$ cat src/rtl/core/jdconv_pkg.sv
// Shared types, constants and tables for the Julian day converter.
package jdconv_pkg;

  localparam int STAGES = 5;

  localparam int YEAR_W  = 14;
  localparam int MONTH_W = 4;
  localparam int DAY_W   = 5;
  localparam int HOUR_W  = 5;
  localparam int JDN_W   = 23;

  localparam int TDATA_W = 56;

  localparam logic [JDN_W-1:0] JDN_MIN        = 23'd1721424;
  localparam logic [JDN_W-1:0] JDN_MAX        = 23'd5373484;
  localparam logic [JDN_W-1:0] GREG_FIRST_JDN = 23'd2299161;

  localparam logic [YEAR_W-1:0] YEAR_MAX     = 14'd9999;
  localparam logic [YEAR_W-1:0] CUTOVER_YEAR = 14'd1582;
  localparam logic [MONTH_W-1:0] CUTOVER_MON = 4'd10;
  localparam logic [DAY_W-1:0] CUTOVER_DAY   = 5'd15;

  localparam logic [23:0] DAYS_PER_4Y    = 24'd1461;
  localparam logic [23:0] JDN_DATE_BASE  = 24'd1720995;
  localparam logic [24:0] N1_OFFSET      = 25'd7468865;
  localparam logic [22:0] B_TO_C         = 23'd1524;
  localparam logic [29:0] N2_SCALE       = 30'd100;
  localparam logic [29:0] N2_OFFSET      = 30'd12210;
  localparam logic [13:0] YEAR_OFS_LATE  = 14'd4716;
  localparam logic [13:0] YEAR_OFS_EARLY = 14'd4715;

  // Floor division by constants as multiply by rounded-up reciprocal.
  localparam int       CENT_SHIFT = 21;
  localparam longint   CENT_DIV   = 100;
  localparam logic [27:0] CENT_MUL =
    28'(((64'd1 << CENT_SHIFT) + 64'(CENT_DIV) - 64'd1) / 64'(CENT_DIV));

  localparam int       A_SHIFT = 42;
  localparam longint   A_DIV   = 146097;
  localparam logic [48:0] A_MUL =
    49'(((64'd1 << A_SHIFT) + 64'(A_DIV) - 64'd1) / 64'(A_DIV));

  localparam int       DD_SHIFT = 46;
  localparam longint   DD_DIV   = 36525;
  localparam logic [59:0] DD_MUL =
    60'(((64'd1 << DD_SHIFT) + 64'(DD_DIV) - 64'd1) / 64'(DD_DIV));

  typedef struct packed {
    logic               op;
    logic               err;
    logic [HOUR_W-1:0]  hour;
    logic [YEAR_W-1:0]  year;
    logic [MONTH_W-1:0] month;
    logic [DAY_W-1:0]   dom;
    logic               greg;
    logic [JDN_W-1:0]   jdn;
    logic [23:0]        p1461;
    logic [6:0]         cent;
    logic [6:0]         a;
    logic [22:0]        c;
    logic [29:0]        n2;
    logic [13:0]        dd;
    logic [9:0]         x;
  } pipe_item_t;

  typedef struct packed {
    logic               err;
    logic [JDN_W-1:0]   jdn;
    logic [HOUR_W-1:0]  hour;
    logic [DAY_W-1:0]   day;
    logic [MONTH_W-1:0] month;
    logic [YEAR_W-1:0]  year;
  } out_item_t;

  // floor(30.6001 * v)
  function automatic logic [8:0] month_days(input logic [3:0] v);
    logic [8:0] r;
    unique case (v)
      4'd0:  r = 9'd0;
      4'd1:  r = 9'd30;
      4'd2:  r = 9'd61;
      4'd3:  r = 9'd91;
      4'd4:  r = 9'd122;
      4'd5:  r = 9'd153;
      4'd6:  r = 9'd183;
      4'd7:  r = 9'd214;
      4'd8:  r = 9'd244;
      4'd9:  r = 9'd275;
      4'd10: r = 9'd306;
      4'd11: r = 9'd336;
      4'd12: r = 9'd367;
      4'd13: r = 9'd397;
      4'd14: r = 9'd428;
      4'd15: r = 9'd459;
    endcase
    return r;
  endfunction

endpackage

$ cat src/rtl/core/julian_day_date_converter_unit.sv
// Pipelined converter between civil dates and Julian day numbers.
//
// Channel  Dir  Handshake          Payload
// in_      in   tvalid / tready    tuser: operation; tdata: date, hour, day number
// out_     out  tvalid / tready    tuser: range_error; tdata: date, hour, day number
//
// One transaction per cycle while the output is not stalled.
// The path is set by the reciprocal multiplies for the century and year quotients.
// Reset clears the stage valid bits only; payload registers are not reset.
// A stalled output holds its stage; upstream stages still advance into empty slots.
module julian_day_date_converter_unit (
  input  logic        clk,
  input  logic        rst_n,
  input  logic        in_tvalid,
  output logic        in_tready,
  input  logic [55:0] in_tdata,   // year[13:0] month[17:14] day_of_month[22:18]
                                  // hour[27:23] day_number[50:28] zero[55:51]
  input  logic [0:0]  in_tuser,   // operation[0]
  output logic        out_tvalid,
  input  logic        out_tready,
  output logic [55:0] out_tdata,  // out_year[13:0] out_month[17:14] out_day[22:18]
                                  // out_hour[27:23] out_day_number[50:28] zero[55:51]
  output logic [0:0]  out_tuser   // range_error[0]
);

  localparam int NS = jdconv_pkg::STAGES;

  jdconv_pkg::pipe_item_t st_r   [NS];
  jdconv_pkg::pipe_item_t st_nxt [NS];
  logic [NS-1:0]          vld_r;
  logic [NS-1:0]          adv;
  logic                   adv_out;
  jdconv_pkg::out_item_t  out_r;
  jdconv_pkg::out_item_t  out_nxt;
  logic                   out_vld_r;

  logic        in_op;
  logic [13:0] in_year;
  logic [3:0]  in_month;
  logic [4:0]  in_dom;
  logic [4:0]  in_hour;
  logic [22:0] in_jdn;
  logic        jan_feb;
  logic [13:0] yadj;
  logic [3:0]  madj;
  logic        greg_date;
  logic        greg_num;
  logic        err_date;
  logic        err_num;
  logic [27:0] cent_prod;
  logic [24:0] n1;
  logic [48:0] a_prod;

  logic [3:0]  madj1;
  logic [23:0] jdn_date;
  logic [22:0] b_val;

  logic [59:0] dd_prod;

  logic [24:0] e_prod;
  logic [22:0] x_full;

  logic [3:0]  g;
  logic [9:0]  day_full;
  logic [3:0]  mo;
  logic [13:0] ynum;

  // Stall chain
  always_comb begin
    adv_out     = !out_vld_r || out_tready;
    adv[NS-1]   = !vld_r[NS-1] || adv_out;
    for (int k = NS - 2; k >= 0; k--) begin
      adv[k] = !vld_r[k] || adv[k+1];
    end
  end

  assign in_tready = adv[0];

  // Stage 0: decode, range checks, first reciprocal products
  assign in_op    = in_tuser[0];
  assign in_year  = in_tdata[13:0];
  assign in_month = in_tdata[17:14];
  assign in_dom   = in_tdata[22:18];
  assign in_hour  = in_tdata[27:23];
  assign in_jdn   = in_tdata[50:28];

  assign jan_feb = in_month < 4'd3;
  assign yadj    = jan_feb ? in_year - 14'd1 : in_year;
  assign madj    = jan_feb ? in_month + 4'd12 : in_month;

  assign greg_date = (yadj > jdconv_pkg::CUTOVER_YEAR) ||
                     (yadj == jdconv_pkg::CUTOVER_YEAR && madj > jdconv_pkg::CUTOVER_MON) ||
                     (yadj == jdconv_pkg::CUTOVER_YEAR && madj == jdconv_pkg::CUTOVER_MON &&
                      in_dom >= jdconv_pkg::CUTOVER_DAY);
  assign greg_num  = in_jdn >= jdconv_pkg::GREG_FIRST_JDN;

  assign err_date = (in_year == 14'd0) || (in_year > jdconv_pkg::YEAR_MAX) ||
                    (in_month == 4'd0) || (in_month > 4'd12) || (in_dom == 5'd0);
  assign err_num  = (in_jdn < jdconv_pkg::JDN_MIN) || (in_jdn > jdconv_pkg::JDN_MAX);

  assign cent_prod = 28'(yadj) * jdconv_pkg::CENT_MUL;
  assign n1        = {in_jdn, 2'b00} - jdconv_pkg::N1_OFFSET;
  assign a_prod    = 49'(n1[23:0]) * jdconv_pkg::A_MUL;

  always_comb begin
    st_nxt[0]       = '0;
    st_nxt[0].op    = in_op;
    st_nxt[0].err   = in_op ? err_num : err_date;
    st_nxt[0].hour  = in_hour;
    st_nxt[0].year  = in_year;
    st_nxt[0].month = in_month;
    st_nxt[0].dom   = in_dom;
    st_nxt[0].greg  = in_op ? greg_num : greg_date;
    st_nxt[0].jdn   = in_jdn;
    st_nxt[0].p1461 = 24'(yadj) * jdconv_pkg::DAYS_PER_4Y;
    st_nxt[0].cent  = cent_prod[jdconv_pkg::CENT_SHIFT +: 7];
    st_nxt[0].a     = a_prod[jdconv_pkg::A_SHIFT +: 7];
  end

  // Stage 1: day number from date; shifted day number for the inverse
  assign madj1 = (st_r[0].month < 4'd3) ? st_r[0].month + 4'd12 : st_r[0].month;

  always_comb begin
    jdn_date = 24'(st_r[0].p1461[23:2]) + 24'(jdconv_pkg::month_days(madj1 + 4'd1)) +
               24'(st_r[0].dom) + jdconv_pkg::JDN_DATE_BASE;
    if (st_r[0].greg) begin
      jdn_date = jdn_date + 24'd2 + 24'(st_r[0].cent[6:2]) - 24'(st_r[0].cent);
    end
    b_val = st_r[0].greg ?
            st_r[0].jdn + 23'd1 + 23'(st_r[0].a) - 23'(st_r[0].a[6:2]) : st_r[0].jdn;
    st_nxt[1]     = st_r[0];
    st_nxt[1].jdn = st_r[0].op ? st_r[0].jdn : jdn_date[22:0];
    st_nxt[1].c   = b_val + jdconv_pkg::B_TO_C;
  end

  // Stage 2: scaled numerator for the year quotient
  always_comb begin
    st_nxt[2]    = st_r[1];
    st_nxt[2].n2 = 30'(st_r[1].c) * jdconv_pkg::N2_SCALE - jdconv_pkg::N2_OFFSET;
  end

  // Stage 3: year quotient
  assign dd_prod = 60'(st_r[2].n2) * jdconv_pkg::DD_MUL;

  always_comb begin
    st_nxt[3]    = st_r[2];
    st_nxt[3].dd = dd_prod[jdconv_pkg::DD_SHIFT +: 14];
  end

  // Stage 4: day within the shifted year
  assign e_prod = 25'(st_r[3].dd) * 25'(jdconv_pkg::DAYS_PER_4Y);
  assign x_full = st_r[3].c - e_prod[24:2];

  always_comb begin
    st_nxt[4]   = st_r[3];
    st_nxt[4].x = x_full[9:0];
  end

  // Output stage: month, day and year from the day within the year, or the input date
  always_comb begin
    g = 4'd0;
    for (int v = 1; v < 16; v++) begin
      if (st_r[4].x > 10'(jdconv_pkg::month_days(4'(v)))) begin
        g = 4'(v);
      end
    end
  end

  assign day_full = st_r[4].x - 10'(jdconv_pkg::month_days(g));
  assign mo       = (g <= 4'd13) ? g - 4'd1 : g - 4'd13;
  assign ynum     = (mo > 4'd2) ? st_r[4].dd - jdconv_pkg::YEAR_OFS_LATE :
                                  st_r[4].dd - jdconv_pkg::YEAR_OFS_EARLY;

  always_comb begin
    out_nxt     = '0;
    out_nxt.err = st_r[4].err;
    if (!st_r[4].err) begin
      out_nxt.hour = st_r[4].hour;
      out_nxt.jdn  = st_r[4].jdn;
      if (st_r[4].op) begin
        out_nxt.year  = ynum;
        out_nxt.month = mo;
        out_nxt.day   = day_full[4:0];
      end else begin
        out_nxt.year  = st_r[4].year;
        out_nxt.month = st_r[4].month;
        out_nxt.day   = st_r[4].dom;
      end
    end
  end

  always_ff @(posedge clk) begin
    if (!rst_n) begin
      vld_r     <= '0;
      out_vld_r <= 1'b0;
    end else begin
      if (adv[0]) begin
        vld_r[0] <= in_tvalid;
      end
      for (int k = 1; k < NS; k++) begin
        if (adv[k]) begin
          vld_r[k] <= vld_r[k-1];
        end
      end
      if (adv_out) begin
        out_vld_r <= vld_r[NS-1];
      end
    end
  end

  always_ff @(posedge clk) begin
    for (int k = 0; k < NS; k++) begin
      if (adv[k]) begin
        st_r[k] <= st_nxt[k];
      end
    end
    if (adv_out) begin
      out_r <= out_nxt;
    end
  end

  assign out_tvalid   = out_vld_r;
  assign out_tdata    = {5'd0, out_r.jdn, out_r.hour, out_r.day, out_r.month, out_r.year};
  assign out_tuser[0] = out_r.err;

  a_err_zero: assert property (@(posedge clk) disable iff (!rst_n)
    out_tvalid && out_tuser[0] |-> out_tdata == '0)
    else $error("range error result carries nonzero fields");

  a_ok_month: assert property (@(posedge clk) disable iff (!rst_n)
    out_tvalid && !out_tuser[0] |->
      out_tdata[17:14] >= 4'd1 && out_tdata[17:14] <= 4'd12 && out_tdata[13:0] != 14'd0)
    else $error("valid result with month or year out of range");

  a_ok_jdn: assert property (@(posedge clk) disable iff (!rst_n)
    out_tvalid && !out_tuser[0] |->
      out_tdata[50:28] >= jdconv_pkg::JDN_MIN && out_tdata[50:28] <= jdconv_pkg::JDN_MAX)
    else $error("valid result with day number out of range");

  a_full_stall: assert property (@(posedge clk) disable iff (!rst_n)
    !in_tready |-> out_tvalid && !out_tready && (&vld_r))
    else $error("input stalled while pipeline has a free slot");

endmodule
$ cat config.mk
export PLATFORM = sky130hd
export DESIGN_NAME = julian_day_date_converter_unit
export DESIGN_NICKNAME = d
export VERILOG_FILES = /design/src/rtl/core/jdconv_pkg.sv /design/src/rtl/core/julian_day_date_converter_unit.sv
export SDC_FILE = /design/constraint.sdc
export NUM_CORES = 2
export LEC_CHECK = 0
export BUFFER_PORTS_ARGS = -buffer_cell sky130_fd_sc_hd__buf_2
export CAP_MARGIN = 20
export CORE_ASPECT_RATIO = 0.6
export CORE_MARGIN = 5
export CORE_UTILIZATION = 50
export CTS_BUF_LIST = sky130_fd_sc_hd__clkbuf_8
export DETAILED_ROUTE_END_ITERATION = 6
export GPL_ROUTABILITY_DRIVEN = 1
export PLACE_DENSITY = 0.66
export REMOVE_ABC_BUFFERS = 1
export SYNTH_ARGS = -nofsm -noshare
export SYNTH_HDL_FRONTEND = slang
export SYNTH_SLANG_ARGS = --single-unit
$ cat constraint.sdc
create_clock -name clk -period 10.5 [get_ports clk]
set_clock_uncertainty 0.1 [all_clocks]
set_input_delay 0 -clock clk [delete_from_list [all_inputs] [get_ports clk]]
set_output_delay 0 -clock clk [all_outputs]
set_load 0.05 [all_outputs]
## After elaboration in Yosys (flattened, before gate mapping)

Memory sizes are Yosys's and may differ from the RTL's.
Cells that the tools add are included.

| operators by class | value |
|---|---|
| reduce and logical (&&, ||, !) cells | 25 |
| equal/unequal tests | 2 |
| mux-type cells | 36 |
| multiply operators | 6 |
| $lt $le $gt $ge | 27 |
| add/subtract/negate cells | 22 |

Operator list:

| cell | number |
|---|---|
| 23-bit 2-to-1 mux | 4 |
| 10-bit by 9-bit > comparator with 1-bit output (second input constant) | 7 |
| 4-bit 2-to-1 mux | 17 |
| 30-bit by 31-bit multiplier with 60-bit output (second input constant) | 1 |
| 24-bit by 24-bit multiplier with 48-bit output (second input constant) | 1 |
| 23-bit by 5-bit adder with 23-bit output | 2 |
| 10-bit by 8-bit > comparator with 1-bit output (second input constant) | 4 |
| 30-bit by 14-bit subtractor with 30-bit output (second input constant) | 1 |
| 23-bit by 5-bit multiplier with 28-bit output (second input constant) | 1 |
| 14-bit 2-to-1 mux | 2 |
| 14-bit by 13-bit subtractor with 14-bit output (second input constant) | 2 |
| 14-bit by 13-bit multiplier with 26-bit output (second input constant) | 1 |
| 14-bit by 11-bit multiplier with 24-bit output (second input constant) | 1 |
| 24-bit by 23-bit subtractor with 24-bit output (second input constant) | 1 |
| 22-bit by 9-bit adder with 23-bit output | 1 |
| 23-bit by 1-bit adder with 23-bit output (second input constant) | 1 |
| 23-bit by 11-bit adder with 23-bit output (second input constant) | 1 |
| 23-bit by 2-bit adder with 23-bit output (second input constant) | 1 |
| 23-bit by 21-bit adder with 23-bit output (second input constant) | 1 |
| 23-bit by 7-bit adder with 23-bit output | 1 |
| 23-bit by 22-bit greater-or-equal comparator with 1-bit output (second input constant) | 1 |
| 23-bit > comparator (second input constant) | 1 |
| 23-bit by 21-bit < comparator with 1-bit output (second input constant) | 1 |
| 23-bit by 5-bit subtractor with 23-bit output | 1 |
| 28 further kinds | 63 |

| storage, ports and cells | value |
|---|---|
| logic and storage cells | 133 |
| input bits | 61 |
| RAM bits | 845 |
| memory bits (read-only) | 288 |
| flip-flop bits (word level) | 58 |
| memories | 3 |
| output and inout port bits | 59 |

Memories:

| name | words | bits a word | rd ports | clocked after Yosys merged registers in | wr ports | RTL line | RTL |
|---|---|---|---|---|---|---|---|
| st_r | 5 | 169 | 5 | 0 | 5 | julian_day_date_converter_unit.sv:28 | `jdconv_pkg::pipe_item_t st_r [NS];` |
| (name not given) | 16 | 9 | 1 | 0 | 0 | jdconv_pkg.sv:78 | `unique case (v)` |
| (name not given) | 16 | 9 | 1 | 0 | 0 | jdconv_pkg.sv:78 |  |

## Depth between registers and ports, before layout

An unclocked memory read counts as a cell.

| depth | value |
|---|---|
| word-level depth | 22 |
| depth in mapped cells | 36 |

## Least setup slack after synthesis

No wires, ideal clock.

| timing path | value |
|---|---|
| path type | input to register |
| start | input in_tdata[28] |
| end | memory st_r[0][83] (netlist name), data pin |
| path buffers | 1 |
| library setup time | 260 ps |
| slack | 2399 ps |
| data arrival time | 7741 ps |
| stages | 32 |
| path through | clkbuf_1 > inv_1 > ha_1 > nand2_1 > a21oi_1 > nor2_1 > o21a_1 > a2111oi_0 > xnor2_1 > ha_1 > inv_1 > fa_1 > inv_1 > ha_1 > inv_1 > fa_1 > inv_1 > fa_1 > fa_1 > inv_1 > fa_1 > inv_1 > ha_1 > a21o_1 > a211oi_1 > o211ai_1 > a211oi_1 > o311a_1 > a211oi_1 > a311o_1 > a21oi_1 > xnor2_1 |

RTL lines:

| what | RTL line | RTL |
|---|---|---|
| start: declaration | julian_day_date_converter_unit.sv:16 | `input logic [55:0] in_tdata,` |
| end: declaration | julian_day_date_converter_unit.sv:28 |  |

==> results.toml <==
[placed_design]
dpl_cell_area_sq_um = 58800
detailedPlacementHpwl_um = 133000
port_buffers = 109
post-place-ws_ns = 1.13
gpl.final_weighted_congestion = 1.01

[critical_path]
reg2reg_setup_slack_ns = 1.76
data_arrival_time_of_the_critical_path_ns = 9.88
reg2regPathDepth = 34
critical_path.slowest_cell = "sky130_fd_sc_hd__dlygate4sd3_1"
cp-end-kind = "flop"
worstPathMaxFanout = 14
crit_type = "primary input to flop"
timing.critical_path.slowest_cell_delay_ns = 0.57
rr_endpoint = "st_r[0][306]"
critical_path.startpoint_type = "primary input"
reg_to_reg_start = "st_r[0][144]"
critical-path-top-cell-by-count = "sky130_fd_sc_hd__inv_1"
critical_path_required_ns = 10.88

[timing]
setup_viol = 0
grt_setup_unrepaired = "no"
fin_ws_ns = 1.00
finalCritPeriodShare_pct = 90.5
final.min_clock_period_ns = 9.50
final-max-slew-violation-count = 0
totalNegativeSetupSlack_ns = 0
slew_headroom_pct = 28.0
final-hold-violation-count = 0
max_freq_mhz = 105
worst_slew_pin_tran_ns = 1.08

[global_route]
grt.met1_usage_pct = 42.8
grt_first_pass_wirelength_um = 239000
global_route.peak_usage_layer = "met1"
grt_pass1_vias = 38300
groute.layer.met3.usage_pct = 11.5
groute.usage.overall_pct = 26.7
antenna_violations_before_repair = 9
largest_net_degree_at_the_start_of_global_routing = 76
grt_overflow = 0
grtUsageMet2_pct = 33.2

[synth]
most_frequently_used_cell_type_in_the_post_synthesis_netlist = "sky130_fd_sc_hd__inv_1"
mappedNetlistArea_sq_um = 56200
synth_area_per_cell_sq_um = 10.8
synth_async_sr_flop_share_pct = 0
synth_cells = 5182
synth_flop_cell = "sky130_fd_sc_hd__edfxtp_1"
synth-warning-count = 0
synth_cell_type_count = 92
synth-seq-area-share_pct = 25.0
yosys.area.top_type = "sky130_fd_sc_hd__fa_1"
synth.top_cell.area_share_pct = 25.3
synth_common_cells = "1343 x sky130_fd_sc_hd__inv_1, 961 x sky130_fd_sc_hd__ha_1, 711 x sky130_fd_sc_hd__fa_1"
synth_seq_cells = 469
post_synth_main_area_contributors = "sky130_fd_sc_hd__fa_1 25%, sky130_fd_sc_hd__edfxtp_1 25%, sky130_fd_sc_hd__ha_1 21%, sky130_fd_sc_hd__inv_1 9.0%, sky130_fd_sc_hd__xnor2_1 2.8%"
synth_enable_flop_cells = 463

[clocking]
cts_made_buffers = 73
htree_num_levels = 3
clock-root-buffer = "sky130_fd_sc_hd__clkbuf_8"
cts.clk_slew.worst_paths_ns = 0.07
clock_latency_ns = 0.77
cts_tree = "yes"
clock_sinks = 469
post-cts-setup-buffer-count = 0
cts_max_path_buffers = 3

[routing]
remaining_drcs = 0
via_count = 37700
postRouteWirelength_um = 157000
route.detailed.wl_per_inst_um = 22.4
detailedRoute.firstPassIterationCount = 7
drt_iter0_markers = 3298
drt.antenna.violating_nets = 0
via_per_inst = 5.37

[die]
start_util_pct = 50.3
io-pin-count = 120
die_y_um = 270
core-area_sq_um = 112000
horiz_die_dim_um = 443
die_area_sq_um = 119000
site_rows = 95

[min_path]
hold_depth = 2
min_from = "in_tdata[17]"
worst_hold_path_type = "primary input to flop"
hold-path-endpoint = "st_r[0][147]"

[run_status]
result_of_the_run = "complete, no violations"

[final_layout]
layout-drive-gt1-share_pct = 5.50
final_net_count = 7187
area.growth.synth_to_final_pct = 8.90
area_of_all_placed_cells_without_fillers_sq_um = 61200

[run]
maxCapViolations = 0
-- flip-flops by register name, summed over array words and instances, names as in the netlist --
name	cells
vld_r	5
st_r	411
out_tuser	1
out_tdata	51
out_tvalid	1
-- cell usage in the layout (no fill, tap or decap), drive strengths merged, types with 43 or more instances in the layout --
master	count
ha	961
edfxtp	463
nand2	143
nor2	194
a21oi	171
dlygate4sd3	90
fa	711
nor2b	54
a211oi	48
o21ai	115
nor3	64
a21o	67
xnor2	179
clkbuf	76
xor2	105
inv	1364
nand3	43
buf	158
-- cells by family (layout without fill, tap and decap cells) --
group                      count (synthesis)  after routing  share of synthesized area (%)
and+or+nand+nor                          681            681                           6.14
AOI/OAI and AO/OA                        629            629                           7.45
adders and majority gates               1675           1675                           46.8
DFF                                      469            469                           25.0
buffers and inverters                   1400           1725                           9.39
muxes                                     42             42                          0.760
xor gates and xnor gates                 285            285                           4.47
other                                      1              8                        0.00668
-- stage by stage --
step           hold WS (ns)  std cells  util, %
2_1_floorplan      -0.00113       5130        -
3_3_place_gp         0.0770       6790     52.6
3_5_place_dp         0.0811       6791     52.6
4_1_cts            0.000563       7013     54.7
5_1_grt              0.0254       7016     54.7
6_report             0.0800       7017     54.7
-- worst max-delay path by stage --
stage / slack (ns) / startpoint / to / depth (start not counted)
after floorplan: 2.65 / in_tdata[28] / st_r[0][83] / 31
after global placement: 1.23 / in_tdata[28] / st_r[0][83] / 32
after detailed placement: 1.13 / in_tdata[28] / st_r[0][83] / 34
after CTS: 1.29 / in_tdata[28] / st_r[0][83] / 35
after global routing: 0.48 / in_tdata[28] / st_r[0][83] / 34
final: 1.00 / in_tdata[28] / st_r[0][83] / 34
-- timing repair --
item	4_1_cts	5_1_grt
endpoints found under the hold margin	60	0
hold buffers	90	0
resized for setup	0	0
-- per-layer routing --
metal,routed length [um],vias to the layer above
met3,20100,139
met2,56100,1345
met5,93,-
li1,-,17500
met1,79000,18700
met4,1890,4
-- final cells by class --
| type | count | area, sq um |
|---|---|---|
| fillers | 9931 | 50600 |
| clock inverters | 57 | 439 |
| multi-input cells | 3317 | 36900 |
| repair buffers | 249 | 1820 |
| clock buffers | 75 | 1030 |
| diodes | 3 | 7.51 |
| inverters | 1344 | 5050 |
| well taps | 1503 | 1880 |
| flip-flops and latches | 469 | 14000 |
-- worst max-delay path, delay by kind of cell --
kind                     cells  cell delay [ns]
adder cells (fa/ha/maj)      9             4.04
AND/OR/NAND/NOR              4             0.90
buffers and inverters       10             2.09
XOR/XNOR                     2             0.65
AO/OA/AOI/OAI                9             2.20
Power is not shown: default switching activity piles up to over one toggle a cycle in this logic, so the estimate is an artifact.
